[src/hdl/mpab_pkg.sv]
// Shared types, constants and codes for the multi-pattern automaton builder.
package mpab_pkg;

  localparam int MAX_NODES   = 512;
  localparam int MAX_SYMBOLS = 64;
  localparam int NODE_W      = $clog2(MAX_NODES);
  localparam int SYM_W       = $clog2(MAX_SYMBOLS);
  localparam int CNT_W       = NODE_W + 1;
  localparam int SCNT_W      = SYM_W + 1;
  localparam int CADDR_W     = NODE_W + SYM_W;
  localparam int CENT_W      = NODE_W + 1;
  localparam int QDEPTH      = 2;
  localparam int QPTR_W      = $clog2(QDEPTH);

  typedef enum logic [1:0] {
    REQ_CLEAR  = 2'd0,
    REQ_INSERT = 2'd1,
    REQ_BUILD  = 2'd2,
    REQ_LOOKUP = 2'd3
  } mpab_req_e;

  typedef enum logic [2:0] {
    STS_OK        = 3'd0,
    STS_FULL      = 3'd1,
    STS_BAD_SYM   = 3'd2,
    STS_NOT_BUILT = 3'd3,
    STS_BUILT     = 3'd4
  } mpab_status_e;

  typedef enum logic [3:0] {
    ST_BLANK,
    ST_IDLE,
    ST_INS_CHK,
    ST_INS_FIN,
    ST_LK_CHK,
    ST_BR_RD,
    ST_BR_CHK,
    ST_BQ_HEAD,
    ST_BQ_T,
    ST_BQ_F,
    ST_BQ_M,
    ST_BS_RDF,
    ST_BS_RDE,
    ST_BS_CHK,
    ST_EMIT,
    ST_EMIT_MARK
  } mpab_state_e;

  typedef struct packed {
    mpab_req_e         req_type;
    logic [SYM_W-1:0]  symbol;
    logic              pattern_last;
    logic [NODE_W-1:0] from_node;
  } mpab_req_t;

  typedef struct packed {
    logic [NODE_W-1:0] next_node;
    logic              match_flag;
    logic [CNT_W-1:0]  node_count;
    mpab_status_e      status;
  } mpab_rsp_t;

  typedef struct packed {
    mpab_req_e         req_type;
    logic              sym_ok;
    logic [SYM_W-1:0]  symbol;
    logic              pattern_last;
    logic [NODE_W-1:0] from_node;
  } mpab_cmd_t;

endpackage

[src/hdl/mpab_queue.sv]
// Short command queue between intake and execution.
module mpab_queue import mpab_pkg::*; (
  input  logic      clk_i,
  input  logic      rst_ni,
  input  logic      push_i,
  input  mpab_cmd_t cmd_i,
  output logic      full_o,
  input  logic      pop_i,
  output logic      empty_o,
  output mpab_cmd_t cmd_o
);

  mpab_cmd_t           ent_q [QDEPTH];
  logic [QPTR_W-1:0]   wp_q, wp_d, rp_q, rp_d;
  logic [QPTR_W:0]     cnt_q, cnt_d;

  assign full_o  = (cnt_q == (QPTR_W+1)'(QDEPTH));
  assign empty_o = (cnt_q == '0);
  assign cmd_o   = ent_q[rp_q];

  always_comb begin
    wp_d  = push_i ? wp_q + 1'b1 : wp_q;
    rp_d  = pop_i ? rp_q + 1'b1 : rp_q;
    cnt_d = cnt_q;
    if (push_i && !pop_i) begin
      cnt_d = cnt_q + 1'b1;
    end else if (pop_i && !push_i) begin
      cnt_d = cnt_q - 1'b1;
    end
  end

  always_ff @(posedge clk_i or negedge rst_ni) begin
    if (!rst_ni) begin
      wp_q  <= '0;
      rp_q  <= '0;
      cnt_q <= '0;
    end else begin
      wp_q  <= wp_d;
      rp_q  <= rp_d;
      cnt_q <= cnt_d;
    end
  end

  always_ff @(posedge clk_i) begin
    if (push_i) begin
      ent_q[wp_q] <= cmd_i;
    end
  end

endmodule

[config.mk]
export PLATFORM = sky130hd
export DESIGN_NAME = mpab_queue
export DESIGN_NICKNAME = d
export VERILOG_FILES = /design/src/hdl/mpab_pkg.sv /design/src/hdl/mpab_queue.sv
export SDC_FILE = /design/constraint.sdc
export NUM_CORES = 1
export LEC_CHECK = 0
export BUFFER_PORTS_ARGS = -buffer_cell sky130_fd_sc_hd__clkbuf_2
export CORE_MARGIN = 2
export CORE_UTILIZATION = 45
export DETAILED_ROUTE_END_ITERATION = 8
export GPL_TIMING_DRIVEN = 0
export HOLD_SLACK_MARGIN = 0.1
export PLACE_DENSITY = 0.74
export SYNTH_ARGS = -nofsm -noshare
export SYNTH_HDL_FRONTEND = slang
export SYNTH_SLANG_ARGS = --single-unit
[constraint.sdc]
create_clock -name clk_i -period 2.24 [get_ports clk_i]
set_input_delay 0.672 -clock clk_i [delete_from_list [all_inputs] [get_ports clk_i]]
set_output_delay 0.672 -clock clk_i [all_outputs]
set_load 0.05 [all_outputs]
# After elaboration in Yosys (flattened, before gate mapping)
# Memory sizes are Yosys's and may differ from the RTL's.
# Index checks and enable logic that the tools add are counted.
# W data, S select, Z words.
[classes] mux=4 n_reduce_logical=6 addsub=4 eq_ne=1
[ops] operator="$mux W2" count=2
[ops] operator="$add A1 B1 Y1 const B" count=2
[ops] operator="$add A2 B1 Y2 const B" count=1
[ops] operator="$eq A2 B2 Y1 const B" count=1
[ops] operator="$logic_and A1 B1 Y1" count=2
[ops] operator="$logic_not A1 Y1" count=2
[ops] operator="$logic_not A2 Y1" count=1
[ops] operator="$mux W1" count=2
[ops] operator="$reduce_bool A2 Y1" count=1
[ops] operator="$sub A2 B1 Y2 const B" count=1
[totals] out_inout_bits=21 ff_bits=4 mem_count=1 inputBits=23 ram_bits=38
[mem_list] memory="ent_q" words=2 width=19 rd=1 rd_clocked_by_memory_dff=0 write_ports=1 line="mpab_queue.sv:13" source="mpab_cmd_t ent_q [QDEPTH];"

# Logic depth before layout (Yosys ltp)
[logic_depth] depth_word=4 ltp_mapped=5 mapped_depth_nobuf=5

# Least setup slack after synthesis
# No wires, ideal clock.
[synth_path] path_type="input-to-reg" startpoint="input push_i" endpoint="memory ent_q[0][0] (netlist bit) (enable)" setup_time_ns=0.397 t_arrival_ns=1.564 slack_ns=0.279 cell_stages=1 required_ns=1.843 cell_sequence="nor2b_1"
[synth_via] elab_chain_cells=2
[synth_rtl] element="start: declaration" line="mpab_queue.sv:5" source="input logic push_i,"
[synth_rtl] element="$mux W1" line="mpab_queue.sv:45" source="if (push_i) begin"
[synth_rtl] element="$mux W1 (implied by the code)" line="mpab_queue.sv:46" source="ent_q[wp_q] <= cmd_i;"
[synth_rtl] element="end: declaration" line="mpab_queue.sv:13"
# Every way passes these cells.

==> results.txt <==
vias in the first global route: 821
die footprint: 4140 um^2
status: finished, final reports clean
Inst Count DP: 165
hold path startpoint: wp_q
Fill cells: 285
CTS root buf: clkbuf_4
H-tree Lvls: 2
final hold slack: 0.513 ns
Post-CTS Setup Inserts: 0
startpoint of the worst-slack reg-to-reg timing path: wp_q
Tmin final: 2.13 ns
power density cells: 1390 nW/um^2
final hold vios: 0
DR vias: 801
Die Y: 64.3 um
Hold Crit Class: reg2reg
wire per inst: 13.1 um
CP Class: reg2out
Max clock buf depth: 2
Row Count: 21
Syn Std Cell Area: 1640 um^2
final core area utilization: 58.2%
initial antenna violation count: 0
crit-path max FO: 10
Layout Skew: 0.00366 ns
IO Port Bufs: 43
register area share after synthesis: 75.8%
Critical Path AT: 1.46 ns
crit end category: primary output
max cap viols: 0
Synth Warn #: 0
commonest non-fill, non-tap cell in the layout: clkbuf_2
I/O pin total: 44
hpwl dp: 1630 um
slew at the pin with the worst max-slew slack: 0.869 ns
Synth Register Bits: 42
antenna viol nets, final: 0
Slew Limit Fails: 0
Final GP Congestion: 0.630
Req. time, crit path: 1.57 ns
gr usage total: 12.8%
Rel. slew slack: 42.1%
TritonCTS Sinks: 42
hold_buf cts: 0
maximum achievable frequency: 469 MHz
Area Growth Syn to Fin: 21.3%
Initial Util: 47.9%
syn_nets: 99
Pre-Repair DR Iteration Count: 4
routed wire length: 2280 um
worst vdd ir: 864 uV
largest net degree at the start of global routing: 20
synth unique cells: 12
first-pass GRT wire length: 3700 um
vias per cell: 4.60
number of remaining DRC errors: 0
commonest non-fill, non-tap cells in the layout: 43 x clkbuf_2, 38 x edfxtp_1, 19 x mux2_4
Core Area: 3420 um^2
setup violators final: 0
Num CTS Buffers: 5
Clock transition at path regs: 0.10 ns
Final Non-Filler Cells: 174
number of nets in the layout: 151
CTS tree: done
Setup TNS: 0 ns
Crit. Startpoint: rp_q
RSZ-0062 raised after global routing: no
Post-CTS Resized: 0
Tcrit/Tclk final: 95.2%
element type at the critical path start: register
Leak: 0.000837 uW
Horiz. Die Dim: 64.3 um
DR iter-0 viols: 32
clk_lat worst skew: 0.33 ns
Cells after Synth: 75
Antenna Cells: 0
layout cells sized above 1: 56.3%
Mean Syn Cell Area: 21.8 um^2
global route overflow: 0
[cell usage after synthesis (all sizes together)]
cell type | instances | area, um^2
and2b | 1 | 8.76
nor2b | 1 | 6.26
edfxtp | 38 | 1140
nor2 | 2 | 7.51
and2 | 1 | 6.26
dfrtp | 4 | 100
xnor2 | 1 | 8.76
buf | 2 | 22.5
xor2 | 4 | 35.0
ha | 1 | 12.5
inv | 1 | 3.75
mux2 | 19 | 285
[stage by stage]
| stage | area, um^2 | power [uW] | worst slack [ns] |
|---|---|---|---|
| final | 1990 | 2770 | 0.108 |
| after detailed placement | 1930 | 2480 | 0.312 |
| after CTS | 1980 | 2810 | 0.0723 |
| after floorplan | 1640 | 2230 | 0.279 |
| after global routing | 1990 | 2910 | 0.0106 |
| after global placement | 1910 | 2440 | -0.305 |
[cell families (layout without fill, tap and decap cells)]
group,Yosys count,in the layout,share of synthesized area [%]
DFF,42,42,75.8
muxes,19,19,17.4
xor gates and xnor gates,5,5,2.67
and+or+nand+nor,5,5,1.76
buffers and inverters,3,56,1.60
adders and majority gates,1,1,0.764
[metal layers]
metal  global-route usage (%)  wire length [um]  part of all wire (%)
met5                        0                 0                     0
met4                     6.38                44                   1.9
met3                     7.39               250                    11
met2                     20.3              1180                    52
met1                     13.6               802                    35
[where the power goes]
group	switching, uW	internal, uW	total (uW)
Combinational	879	449	1330
Sequential	67.7	1050	1120
Clock	200	125	326
[critical path: stages, from the launching register on]
cell      delay (ns)
dfrtp_1         0.39
buf_6           0.19
mux2_4          0.32
clkbuf_2        0.24
[final timing paths]
path | endpoint | slack, ns | cells after the start
worst min register to register | wp_q | 0.51 | 1
worst max-delay path | cmd_o[11] | 0.11 | 3
worst max register to register | ent_q[1][3] | 0.75 | 1
worst min-delay path | wp_q | 0.51 | 1
max in group asynchronous | rp_q | 1.46 | 2
min in group asynchronous | cnt_q[1] | 0.66 | 2
[area by class of cell]
| cell class | instances | area (um^2) | area share (%) |
|---|---|---|---|
| Sequential cell | 42 | 1240 | 62.5 |
| Tap cell | 46 | 57.6 | 2.90 |
| Multi-Input combinational cell | 30 | 373 | 18.8 |
| Inverter | 1 | 3.75 | 0.189 |
| Buffer | 2 | 22.5 | 1.13 |
| Clock buffer | 8 | 48.8 | 2.46 |
| Timing Repair Buffer | 45 | 240 | 12.1 |
[state kept, by name (all words and copies together) (netlist names)]
| name | flops |
|---|---|
| ent_q | 38 |
| cnt_q | 2 |
| rp_q | 1 |
| wp_q | 1 |
Note: power is estimated with default switching activity, not from simulation.
