### src/hdl/mpab_pkg.sv
// Shared types, constants and codes for the multi-pattern automaton builder.
package mpab_pkg;

  localparam int MAX_NODES   = 512;
  localparam int MAX_SYMBOLS = 64;
  localparam int NODE_W      = $clog2(MAX_NODES);
  localparam int SYM_W       = $clog2(MAX_SYMBOLS);
  localparam int CNT_W       = NODE_W + 1;
  localparam int SCNT_W      = SYM_W + 1;
  localparam int CADDR_W     = NODE_W + SYM_W;
  localparam int CENT_W      = NODE_W + 1;
  localparam int QDEPTH      = 2;
  localparam int QPTR_W      = $clog2(QDEPTH);

  typedef enum logic [1:0] {
    REQ_CLEAR  = 2'd0,
    REQ_INSERT = 2'd1,
    REQ_BUILD  = 2'd2,
    REQ_LOOKUP = 2'd3
  } mpab_req_e;

  typedef enum logic [2:0] {
    STS_OK        = 3'd0,
    STS_FULL      = 3'd1,
    STS_BAD_SYM   = 3'd2,
    STS_NOT_BUILT = 3'd3,
    STS_BUILT     = 3'd4
  } mpab_status_e;

  typedef enum logic [3:0] {
    ST_BLANK,
    ST_IDLE,
    ST_INS_CHK,
    ST_INS_FIN,
    ST_LK_CHK,
    ST_BR_RD,
    ST_BR_CHK,
    ST_BQ_HEAD,
    ST_BQ_T,
    ST_BQ_F,
    ST_BQ_M,
    ST_BS_RDF,
    ST_BS_RDE,
    ST_BS_CHK,
    ST_EMIT,
    ST_EMIT_MARK
  } mpab_state_e;

  typedef struct packed {
    mpab_req_e         req_type;
    logic [SYM_W-1:0]  symbol;
    logic              pattern_last;
    logic [NODE_W-1:0] from_node;
  } mpab_req_t;

  typedef struct packed {
    logic [NODE_W-1:0] next_node;
    logic              match_flag;
    logic [CNT_W-1:0]  node_count;
    mpab_status_e      status;
  } mpab_rsp_t;

  typedef struct packed {
    mpab_req_e         req_type;
    logic              sym_ok;
    logic [SYM_W-1:0]  symbol;
    logic              pattern_last;
    logic [NODE_W-1:0] from_node;
  } mpab_cmd_t;

endpackage

### src/hdl/mpab_front.sv
// Request intake: alphabet register and symbol range classification.
module mpab_front import mpab_pkg::*; (
  input  logic             clk_i,
  input  logic             rst_ni,
  input  logic             req_valid_i,
  output logic             req_ready_o,
  input  mpab_req_t        req_i,
  input  logic             cfg_we_i,
  input  logic [SYM_W-1:0] cfg_wdata_i,
  input  logic             init_busy_i,
  input  logic             q_full_i,
  output logic             push_o,
  output mpab_cmd_t        cmd_o,
  output logic [SYM_W-1:0] alpha_o
);

  logic [SYM_W-1:0] alpha_q, alpha_d;

  always_comb begin
    alpha_d = alpha_q;
    if (cfg_we_i) begin
      alpha_d = cfg_wdata_i;
    end
  end

  always_ff @(posedge clk_i or negedge rst_ni) begin
    if (!rst_ni) begin
      alpha_q <= {SYM_W{1'b1}};
    end else begin
      alpha_q <= alpha_d;
    end
  end

  assign req_ready_o = !q_full_i && !init_busy_i;
  assign push_o      = req_valid_i && req_ready_o;
  assign alpha_o     = alpha_q;

  always_comb begin
    cmd_o.req_type     = req_i.req_type;
    cmd_o.sym_ok       = (req_i.symbol != '0) && (req_i.symbol <= alpha_q);
    cmd_o.symbol       = req_i.symbol;
    cmd_o.pattern_last = req_i.pattern_last;
    cmd_o.from_node    = req_i.from_node;
  end

endmodule

### config.mk
export PLATFORM = sky130hd
export DESIGN_NAME = mpab_front
export DESIGN_NICKNAME = d
export VERILOG_FILES = /design/src/hdl/mpab_pkg.sv /design/src/hdl/mpab_front.sv
export SDC_FILE = /design/constraint.sdc
export NUM_CORES = 1
export LEC_CHECK = 0
export ABC_AREA = 0
export BUFFER_PORTS_ARGS = -buffer_cell sky130_fd_sc_hd__buf_2
export CELL_PAD_IN_SITES_DETAIL_PLACEMENT = 1
export CELL_PAD_IN_SITES_GLOBAL_PLACEMENT = 2
export CORE_UTILIZATION = 16
export CTS_BUF_LIST = sky130_fd_sc_hd__clkbuf_8
export DETAILED_ROUTE_END_ITERATION = 10
export PLACE_DENSITY_LB_ADDON = 0.05
export SETUP_SLACK_MARGIN = 0.3
export SLEW_MARGIN = 0
export SYNTH_ARGS = -nofsm -noshare
export SYNTH_HDL_FRONTEND = slang
export SYNTH_SLANG_ARGS = --single-unit
### constraint.sdc
create_clock -name clk_i -period 1.8 [get_ports clk_i]
set_input_delay 0.09 -clock clk_i [delete_from_list [all_inputs] [get_ports clk_i]]
set_output_delay 0.09 -clock clk_i [all_outputs]
set_load 0.05 [all_outputs]
* Word level (Yosys, flattened, before mapping)
Cells that the tools add are included.
Widths: inputs -> output; s select.
** Word-level totals
- Register bits :: 6
- Word-level logic and storage cells :: 8
** Operators by class
- $lt $le $gt $ge :: 1
- Reductions and logical operators :: 6
** Operators with widths (number)
- $le 6x6->1 :: 1
- $reduce_bool 6->1 :: 1
- $logic_and 1x1->1 :: 3
- $logic_not 1->1 :: 2

* Logic depth before layout (Yosys ltp)
Gate-level depths: netlist (run 1).
- Depth after elaboration :: 3
- Depth in mapped cells :: 6
- Depth with buffers taken out :: 6

* Worst setup path after synthesis (run 1)
No wires, ideal clock.
- Kind :: reg-to-output
- From :: register alpha_q[5] (netlist: alpha_o[5])
- To :: output port cmd_o[16] in the netlist's numbering
- Required time :: 1.710 ns
- Cell stages (with the launch flop) :: 7
- Arrival :: 2.201 ns
- Slack :: -0.491 ns
- Path through :: dfstp_2 -> inv_1 -> ha_1 -> and4_1 -> o21ai_1 -> o211ai_1 -> a21oi_1
** RTL lines
- start, declared :: line mpab_front.sv:17 : logic [SYM_W-1:0] alpha_q, alpha_d;
- start signal, assigned :: line mpab_front.sv:28 : alpha_q <= {SYM_W{1'b1}};
- start signal, assigned :: line mpab_front.sv:30 : alpha_q <= alpha_d;
- end, declared :: line mpab_front.sv:13 : output mpab_cmd_t cmd_o,

==> qor.csv, run 1 <==
stage,metric,value,unit
run,drv_cap,0,
power_and_ir_drop,vdd_drop_max,0.197,mV
sta,setup_viol,1,
setup_path,critical_path_class,reg2out,
sta,grt_setup_unrepaired,true,
global_route,grt_pass1_vias,466,
hold_path,holdCritPathClass,in2reg,
sta,slew_viol_final,0,
sta,finalCriticalPeriod,1810,ps
clock_network,clk_pin_slew_worst_paths,30,ps
floorplan,die_y,59.7,µm
hold_path,worstHoldEndpoint,alpha_o[4],
setup_path,rrSetupSlack,880,ps
cells_and_area,areaGrowthSynthToFinish,41.9,%
global_route,grt_overflow,0,
sta,setup_tns,-13.1,ps
global_route,antenna_found_initial,0,
clock_network,clock_latency,220,ps
global_route,grt_max_degree,12,
routing,dr.pass1.iters,2,
setup_path,cp-end-kind,output pin,
global_route,grt_first_pass_wirelength,2050,µm
cells_and_area,fin_nets,117,
logic_synthesis,yosysWarningCount,0,
routing,drtIter0Drc,3,
hold_path,hold_start,cfg_wdata_i[4],
place,dp_hpwl,1120,µm
global_route,track_usage,0.0809,
logic_synthesis,yosysSeqAreaShare,0.296,
setup_path,reg2reg_from,alpha_o[5],
logic_synthesis,synthCells,61,
clock_network,cts_made_buffers,3,
setup_path,r2r-end,alpha_o[5],
sta,tightest_slew,281,ps
clock_network,cts_tree,built,
clock_network,cts_sinks,6,
setup_path,worstPathRequired,1710,ps
logic_synthesis,ys_ff_latch,6,
cells_and_area,largest_reg_flops,6,
floorplan,start_util,0.171,
logic_synthesis,syn-cell-area,532,µm²
hold_path,hold_depth,3,
setup_path,start_kind,flop,
setup_path,cp.arrival,1720,ps
routing,drc,0,
outcome,failed_checks,negative setup slack,
outcome,outcome,finished with violations,
floorplan,dieArea,3560,µm²
place,numPortBuffers,32,
clock_network,cts_root_buffer,clkbuf_8,
place,gp_congestion,0.680,
floorplan,core,3100,µm²
power_and_ir_drop,p_total,0.606,mW
sta,skew,0,ps
setup_path,cp_max_fo,2,
place,place_ws,116,ps
cells_and_area,finish.instance_area,754,µm²
routing,wl_per_cell,10.6,µm
logic_synthesis,syn_area_per_cell,8.72,µm²
routing,postRouteAntennaNets,0,
cells_and_area,drive_above_1_share,0.734,
logic_synthesis,synth.distinct_cells,18,
routing,vias_per_cell,3.66,
sta,clock.fmax,552,MHz
clock_network,cts_buffer_depth,2,
power_and_ir_drop,power_density,804,nW/µm²
sta,slew-limit-headroom,0.812,
routing,vias,450,
power_and_ir_drop,leakage,0.344,nW
cells_and_area,n_antenna_cell,0,
floorplan,rows,20,
clock_network,htreeDepth,1,
place,place_area,682,µm²
logic_synthesis,syn-num-nets,97,
sta,fin_ws,-13.1,ps
sta,final.period_utilization,1.01,
floorplan,die_width,59.7,µm
sta,finalHoldViolations,0,
setup_path,reg2reg_depth,3,
routing,wl,1310,µm
floorplan,ios,57,
==> critical path, cell delays in order (launching register included) <==
cell      delay (ps)
dfstp_2          530
inv_2             50
ha_4             260
and4_4           220
o21ai_1           60
o211ai_1         140
a21oi_4           80
buf_6            160
==> layout by cell type (no fill, tap or decap), types with 2 or more instances in the layout <==
| master | netlist | layout |
|---|---|---|
| dfstp_2 | 6 | 6 |
| nand2_1 | 6 | 6 |
| ha_4 | 0 | 5 |
| a21oi_1 | 3 | 2 |
| o21ai_0 | 5 | 5 |
| buf_2 | 0 | 31 |
| inv_2 | 0 | 5 |
| clkbuf_8 | 0 | 3 |
==> routing by layer <==
metal	vias up	global-route usage	part of all wire
met3	4	0.0195	0.071
met2	22	0.124	0.45
met5	-	0	0
met4	0	0.0598	0.015
met1	206	0.0978	0.46
li1	218	-	-
==> synth_stat cells <==
master / number / area [µm²]
a21oi_1: 3 / 15.0
and4_1: 1 / 8.76
o21ai_1: 1 / 5.00
clkbuf_1: 1 / 3.75
nor2b_1: 1 / 6.26
nor3_2: 1 / 10.0
and2_1: 1 / 6.26
buf_4: 18 / 135
ha_1: 6 / 75.1
o211ai_1: 1 / 7.51
inv_1: 6 / 22.5
nand2_1: 6 / 22.5
dfstp_2: 6 / 158
nor2_1: 1 / 3.75
o21ai_0: 5 / 25.0
or4_4: 1 / 11.3
mux2_2: 1 / 11.3
nand3_1: 1 / 5.00
==> what timing repair did <==
action,4_1_cts,5_1_grt
gates resized for setup,4,0
hold endpoints to repair,6,0
endpoints found under the setup margin,1,1
hold buffers,1,0
buffers inserted,1,0
pin swaps,2,1
==> metrics by stage <==
| step | hold slack [ps] | std cells | utilization |
|---|---|---|---|
| floorplan | -57.8 | 61 | - |
| global placement | 131 | 118 | 0.220 |
| detailed placement | 134 | 118 | 0.220 |
| CTS | 79.7 | 123 | 0.243 |
| global route | 98.6 | 123 | 0.243 |
| finish | 80.3 | 123 | 0.243 |
==> area by class of cell <==
class                      count  area [µm²]
sequential                     6         158
fill                         396        2350
inverter                       6        22.5
tap                           44        55.1
clock buffer                   3        41.3
multi-input combinational     30         294
timing repair buffer          34         184
==> where the power goes <==
| part | switching (mW) | internal [mW] | leakage [nW] |
|---|---|---|---|
| Clock | 0.0542 | 0.143 | 0.0216 |
| Combinational | 0.160 | 0.0828 | 0.259 |
| Sequential | 0.00829 | 0.158 | 0.0630 |
==> cell families after synthesis <==
kind of cell | count (synthesis) | synth area share
fa+ha+maj | 6 | 0.141
buf+inv | 25 | 0.304
mux | 1 | 0.0212
flops | 6 | 0.296
simple gates | 13 | 0.139
compound gates | 10 | 0.0988
==> worst max-delay path by stage <==
stage,start,endpoint,slack [ps],cells past startpoint
after detailed placement,alpha_o[5],cmd_o[16],120,7
after floorplan,alpha_o[5],cmd_o[16],2,6
final,alpha_o[3],cmd_o[16],-10,7
after global routing,alpha_o[1],cmd_o[16],-110,7
after global placement,alpha_o[5],cmd_o[16],120,6
after CTS,alpha_o[3],cmd_o[16],-50,7
(Power assumes the default switching activity.)
==> inputs of run 2 (changes only) <==
Settings changed: MAX_ROUTING_LAYER set to met4.
==> run 2 against run 1 <==
- the flow still finishes with violations (negative setup slack)
- power about the same
- critical path depth unchanged
- utilization unchanged
- clock skew unchanged
- first-iteration DRC count unchanged
- hold slack about the same
- clock power about the same
- critical path type unchanged
- via count unchanged
==> qor.csv, run 2 (synthesized netlist as in run 1, its figures left out) <==
stage,metric,value,unit
sta,clock.fmax,552,MHz
hold_path,holdCritPathClass,in2reg,
clock_network,htreeDepth,1,
cells_and_area,mostFrequentLayoutCells,"buf_2 (31), nand2_1 (6), dfstp_2 (6)",
hold_path,hold_start,cfg_wdata_i[4],
cells_and_area,layout.cells.most_common,buf_2,
outcome,outcome,finished with violations,
floorplan,core,3100,µm²
routing,dr.pass1.iters,2,
clock_network,cts_buffer_depth,2,
clock_network,cts_sinks,6,
routing,drtIter0Drc,3,
place,gp_congestion,0.687,
global_route,grt_max_degree,12,
floorplan,dieArea,3560,µm²
clock_network,clk_pin_slew_worst_paths,30,ps
clock_network,cts_tree,built,
global_route,grt_first_pass_wirelength,2060,µm
routing,vias,450,
cells_and_area,areaGrowthSynthToFinish,41.9,%
setup_path,cp_max_fo,2,
place,dp_hpwl,1120,µm
global_route,track_usage,0.0833,
routing,postRouteAntennaNets,0,
sta,setup_tns,-13.1,ps
sta,slew_viol_final,0,
sta,slew-limit-headroom,0.812,
global_route,antenna_found_initial,0,
setup_path,critical_path_class,reg2out,
clock_network,cts_root_buffer,clkbuf_8,
cells_and_area,n_antenna_cell,0,
routing,wl_per_cell,10.6,µm
routing,drc,0,
clock_network,cts_made_buffers,3,
place,numPortBuffers,32,
outcome,failed_checks,negative setup slack,
cells_and_area,drive_above_1_share,0.734,
sta,skew,0,ps
cells_and_area,finish.instance_area,754,µm²
routing,wl,1310,µm
routing,vias_per_cell,3.66,
sta,setup_viol,1,
power_and_ir_drop,vdd_drop_max,0.197,mV
sta,tightest_slew,281,ps
global_route,grt_overflow,0,
global_route,grt_pass1_vias,466,
clock_network,clock_latency,220,ps
floorplan,ios,57,
floorplan,die_y,59.7,µm
floorplan,start_util,0.171,
power_and_ir_drop,leakage,0.344,nW
sta,final.period_utilization,1.01,
sta,finalHoldViolations,0,
sta,finalCriticalPeriod,1810,ps
run,drv_cap,0,
setup_path,rrSetupSlack,880,ps
sta,grt_setup_unrepaired,true,
place,place_area,682,µm²
power_and_ir_drop,power_density,804,nW/µm²
setup_path,worstSetupStartpoint,alpha_o[3],
cells_and_area,fin_nets,117,
setup_path,cp.arrival,1720,ps
floorplan,rows,20,
setup_path,start_kind,flop,
cells_and_area,largest_reg_flops,6,
floorplan,die_width,59.7,µm
setup_path,cp-end-kind,output pin,
sta,fin_ws,-13.1,ps
setup_path,worstPathRequired,1710,ps
setup_path,reg2reg_from,alpha_o[5],
[run 2: where the power goes]
part / switching (mW) / total, mW / internal [mW]
logic: 0.160 / 0.243 / 0.0828
registers: 0.00829 / 0.166 / 0.158
clock network: 0.0542 / 0.198 / 0.143
total: 0.223 / 0.606 / 0.384
[run 2: final timing paths]
kind,end,cells after the start
min reg2reg,alpha_o[2],2
max reg2reg,alpha_o[5],3
max in group asynchronous,alpha_o[2],2
min in group asynchronous,alpha_o[1],2
min,alpha_o[4],3
max,cmd_o[16],7
[run 2: layout make-up]
class | instances | area (µm²)
Inverter | 6 | 22.5
Timing Repair Buffer | 34 | 184
Tap cell | 44 | 55.1
Clock buffer | 3 | 41.3
Sequential cell | 6 | 158
Fill cell | 396 | 2350
Multi-Input combinational cell | 30 | 294
[run 2: per-stage QoR]
stage	cells	util	setup WS (ps)	hold slack [ps]	power [mW]
floorplan	61	-	1.96	-57.8	0.409
global placement	118	0.220	123	131	0.402
detailed placement	118	0.220	116	134	0.399
CTS	123	0.243	-49.4	79.7	0.623
global route	123	0.243	-111	98.6	0.647
finish	123	0.243	-13.1	80.3	0.606
[run 2: timing repair]
action | CTS | global route
pin swaps | 2 | 1
endpoints found under the hold margin | 6 | 0
endpoints found under the setup margin | 1 | 1
gates resized for setup | 4 | 0
setup buffers | 1 | 0
cloned | 0 | 0
hold buffers | 1 | 0
[run 2: critical path, stage by stage, from the launching register on]
cell      delay, ps
dfstp_2         530
inv_2            50
ha_4            260
and4_4          220
o21ai_1          60
o211ai_1        140
a21oi_4          80
buf_6           160
[run 2: metal layers]
layer | GRT usage | share of wire
met2 | 0.124 | 0.45
met1 | 0.0978 | 0.46
met4 | 0.0598 | 0.015
met5 | - | 0
met3 | 0.0195 | 0.071
==> inputs of run 3 (changes only) <==
Settings changed: GPL_TIMING_DRIVEN set to 1, PLACE_DENSITY_LB_ADDON 0.05 to 0.1.
==> run 3 against run 2 <==
- critical path depth unchanged
- hold slack gained 0.59 ps
- register-to-register slack improved by 100 ps
- the run still ends with negative setup slack left
==> qor.csv, run 3 (synthesized netlist as in run 1, its figures left out) <==
stage,metric,value,unit
sta,slew-limit-headroom,0.805,
cells_and_area,n_antenna_cell,0,
global_route,antenna_found_initial,0,
routing,vias,449,
routing,wl_per_cell,11.0,µm
power_and_ir_drop,p_total,0.614,mW
setup_path,crit_family,flip-flops,
sta,grt_setup_unrepaired,true,
floorplan,ios,57,
floorplan,rows,20,
clock_network,clk_pin_slew_worst_paths,40,ps
sta,hold_ws,80.9,ps
cells_and_area,mostFrequentLayoutCells,"buf_2 (31), nand2_1 (6), dfstp_2 (6)",
setup_path,cp_num_buf_inv,2,
place,dp_hpwl,1140,µm
global_route,track_usage,0.0865,
setup_path,worstSetupStartpoint,alpha_o[1],
sta,finalCriticalPeriod,1820,ps
power_and_ir_drop,switching_power,0.229,mW
routing,vias_per_cell,3.68,
hold_path,holdCritPathClass,in2reg,
floorplan,die_y,59.7,µm
setup_path,rrSetupSlack,980,ps
power_and_ir_drop,power_density,817,nW/µm²
sta,clock.fmax,550,MHz
setup_path,crit_path_cell_trace,"inv_2, ha_4, nor2b_1, o21ai_2, o211ai_1, a21oi_4, buf_6",
clock_network,cts_made_buffers,3,
cells_and_area,stdcell_count,122,
cells_and_area,layout.cells.most_common,buf_2,
setup_path,start_kind,flop,
cells_and_area,areaGrowthSynthToFinish,41.2,%
cells_and_area,largest_reg_flops,6,
global_route,grt_overflow,0,
outcome,failed_checks,negative setup slack,
setup_path,critical_path_class,reg2out,
place,numPortBuffers,32,
setup_path,cp-end-kind,output pin,
floorplan,start_util,0.171,
power_and_ir_drop,leakage,0.339,nW
global_route,grt_max_degree,12,
setup_path,r2r-end,alpha_o[2],
clock_network,htreeDepth,1,
setup_path,worstPathRequired,1710,ps
power_and_ir_drop,p_comb_frac,0.399,
floorplan,core,3100,µm²
routing,dr.pass1.iters,2,
sta,setup_tns,-17.2,ps
routing,postRouteAntennaNets,0,
setup_path,reg2reg_from,alpha_o[2],
power_and_ir_drop,vdd_drop_max,0.220,mV
place,place_area,682,µm²
outcome,outcome,finished with violations,
cells_and_area,fin_nets,116,
clock_network,cts_buffer_depth,2,
global_route,grt_pass1_vias,442,
floorplan,die_width,59.7,µm
power_and_ir_drop,swShare,0.374,
routing,drc,0,
power_and_ir_drop,seq_power_share,0.270,
sta,setup_viol,1,
sta,skew,0,ps
cells_and_area,final_util,0.242,
setup_path,crit_end,cmd_o[16],
clock_network,cts_root_buffer,clkbuf_8,
routing,wl,1350,µm
sta,final.period_utilization,1.01,
clock_network,cts_tree,built,
power_and_ir_drop,power_frac_clock,0.331,
routing,drtIter0Drc,3,
place,placedCellCount,118,
place,place_ws,110,ps
sta,fin_ws,-17.2,ps
sta,tightest_slew,291,ps
setup_path,slowest_stage,dfstp_2,
setup_path,reg2reg_depth,2,
global_route,grt_first_pass_wirelength,2170,µm
clock_network,clock_latency,220,ps
clock_network,cts_sinks,6,
cells_and_area,drive_above_1_share,0.744,
setup_path,crit_path_max_incr_delay,530,ps
setup_path,cp_max_fo,2,
floorplan,dieArea,3560,µm²
cells_and_area,finish.instance_area,751,µm²
run,drv_cap,0,
setup_path,crit_cells,7,
sta,slew_viol_final,0,
setup_path,cp.arrival,1730,ps
power_and_ir_drop,p_int,0.384,mW
place,gp_congestion,0.666,
sta,finalHoldViolations,0,
[run 3: cell types whose count changed in the layout (fill, tap and decap cells not counted)]
cell     previous run  this run
buf_4               1         0
o21ai_1             1         0
o21ai_2             0         1
[run 3: worst register-to-register path: cells and delay by family (launching register included)]
family                 cells  cell delay, ps
AO/OA/AOI/OAI              1             160
buffers and inverters      1              50
flip-flops                 1             530
[run 3: worst min-delay path by stage]
stage / slack (ps) / to / depth (start not counted) / start
finish: 80 / alpha_o[5] / 3 / cfg_wdata_i[5]
global route: 90 / alpha_o[5] / 3 / cfg_wdata_i[5]
CTS: 80 / alpha_o[5] / 3 / cfg_wdata_i[5]
detailed placement: 130 / alpha_o[1] / 1 / rst_ni
global placement: 130 / alpha_o[1] / 1 / rst_ni
floorplan: -60 / alpha_o[0] / 0 / rst_ni
[run 3: power groups by stage]
| stage | logic (mW) | registers (mW) | clock network (mW) |
|---|---|---|---|
| after global placement | 0.232 | 0.167 | 0 |
| final | 0.245 | 0.166 | 0.203 |
| after detailed placement | 0.231 | 0.167 | 0 |
| after CTS | 0.240 | 0.166 | 0.208 |
| after global routing | 0.267 | 0.168 | 0.223 |
| after floorplan | 0.196 | 0.214 | 0 |
[run 3: cell type report]
class | instances | area, µm²
fill | 393 | 2350
sequential | 6 | 158
tap | 44 | 55.1
timing repair buffer | 33 | 176
multi-input combinational | 30 | 298
clock buffer | 3 | 41.3
inverter | 6 | 22.5
[run 3: what timing repair did]
| action | CTS | global route |
|---|---|---|
| gates resized for setup | 2 | 3 |
| pin swaps | 0 | 1 |
| cloned | 0 | 0 |
| hold buffers | 1 | 0 |
| hold endpoints to repair | 6 | 0 |
| setup endpoints to repair | 1 | 1 |
| buffers inserted | 0 | 0 |
[run 3: per-layer routing]
metal | wire length [µm] | vias to the layer above | part of all wire | global-route usage
met5 | 0 | - | 0 | -
met4 | 12 | 0 | 0.0089 | 0.0233
met3 | 120 | 2 | 0.089 | 0.0433
met2 | 615 | 24 | 0.46 | 0.133
met1 | 598 | 204 | 0.44 | 0.0989
li1 | - | 219 | - | -
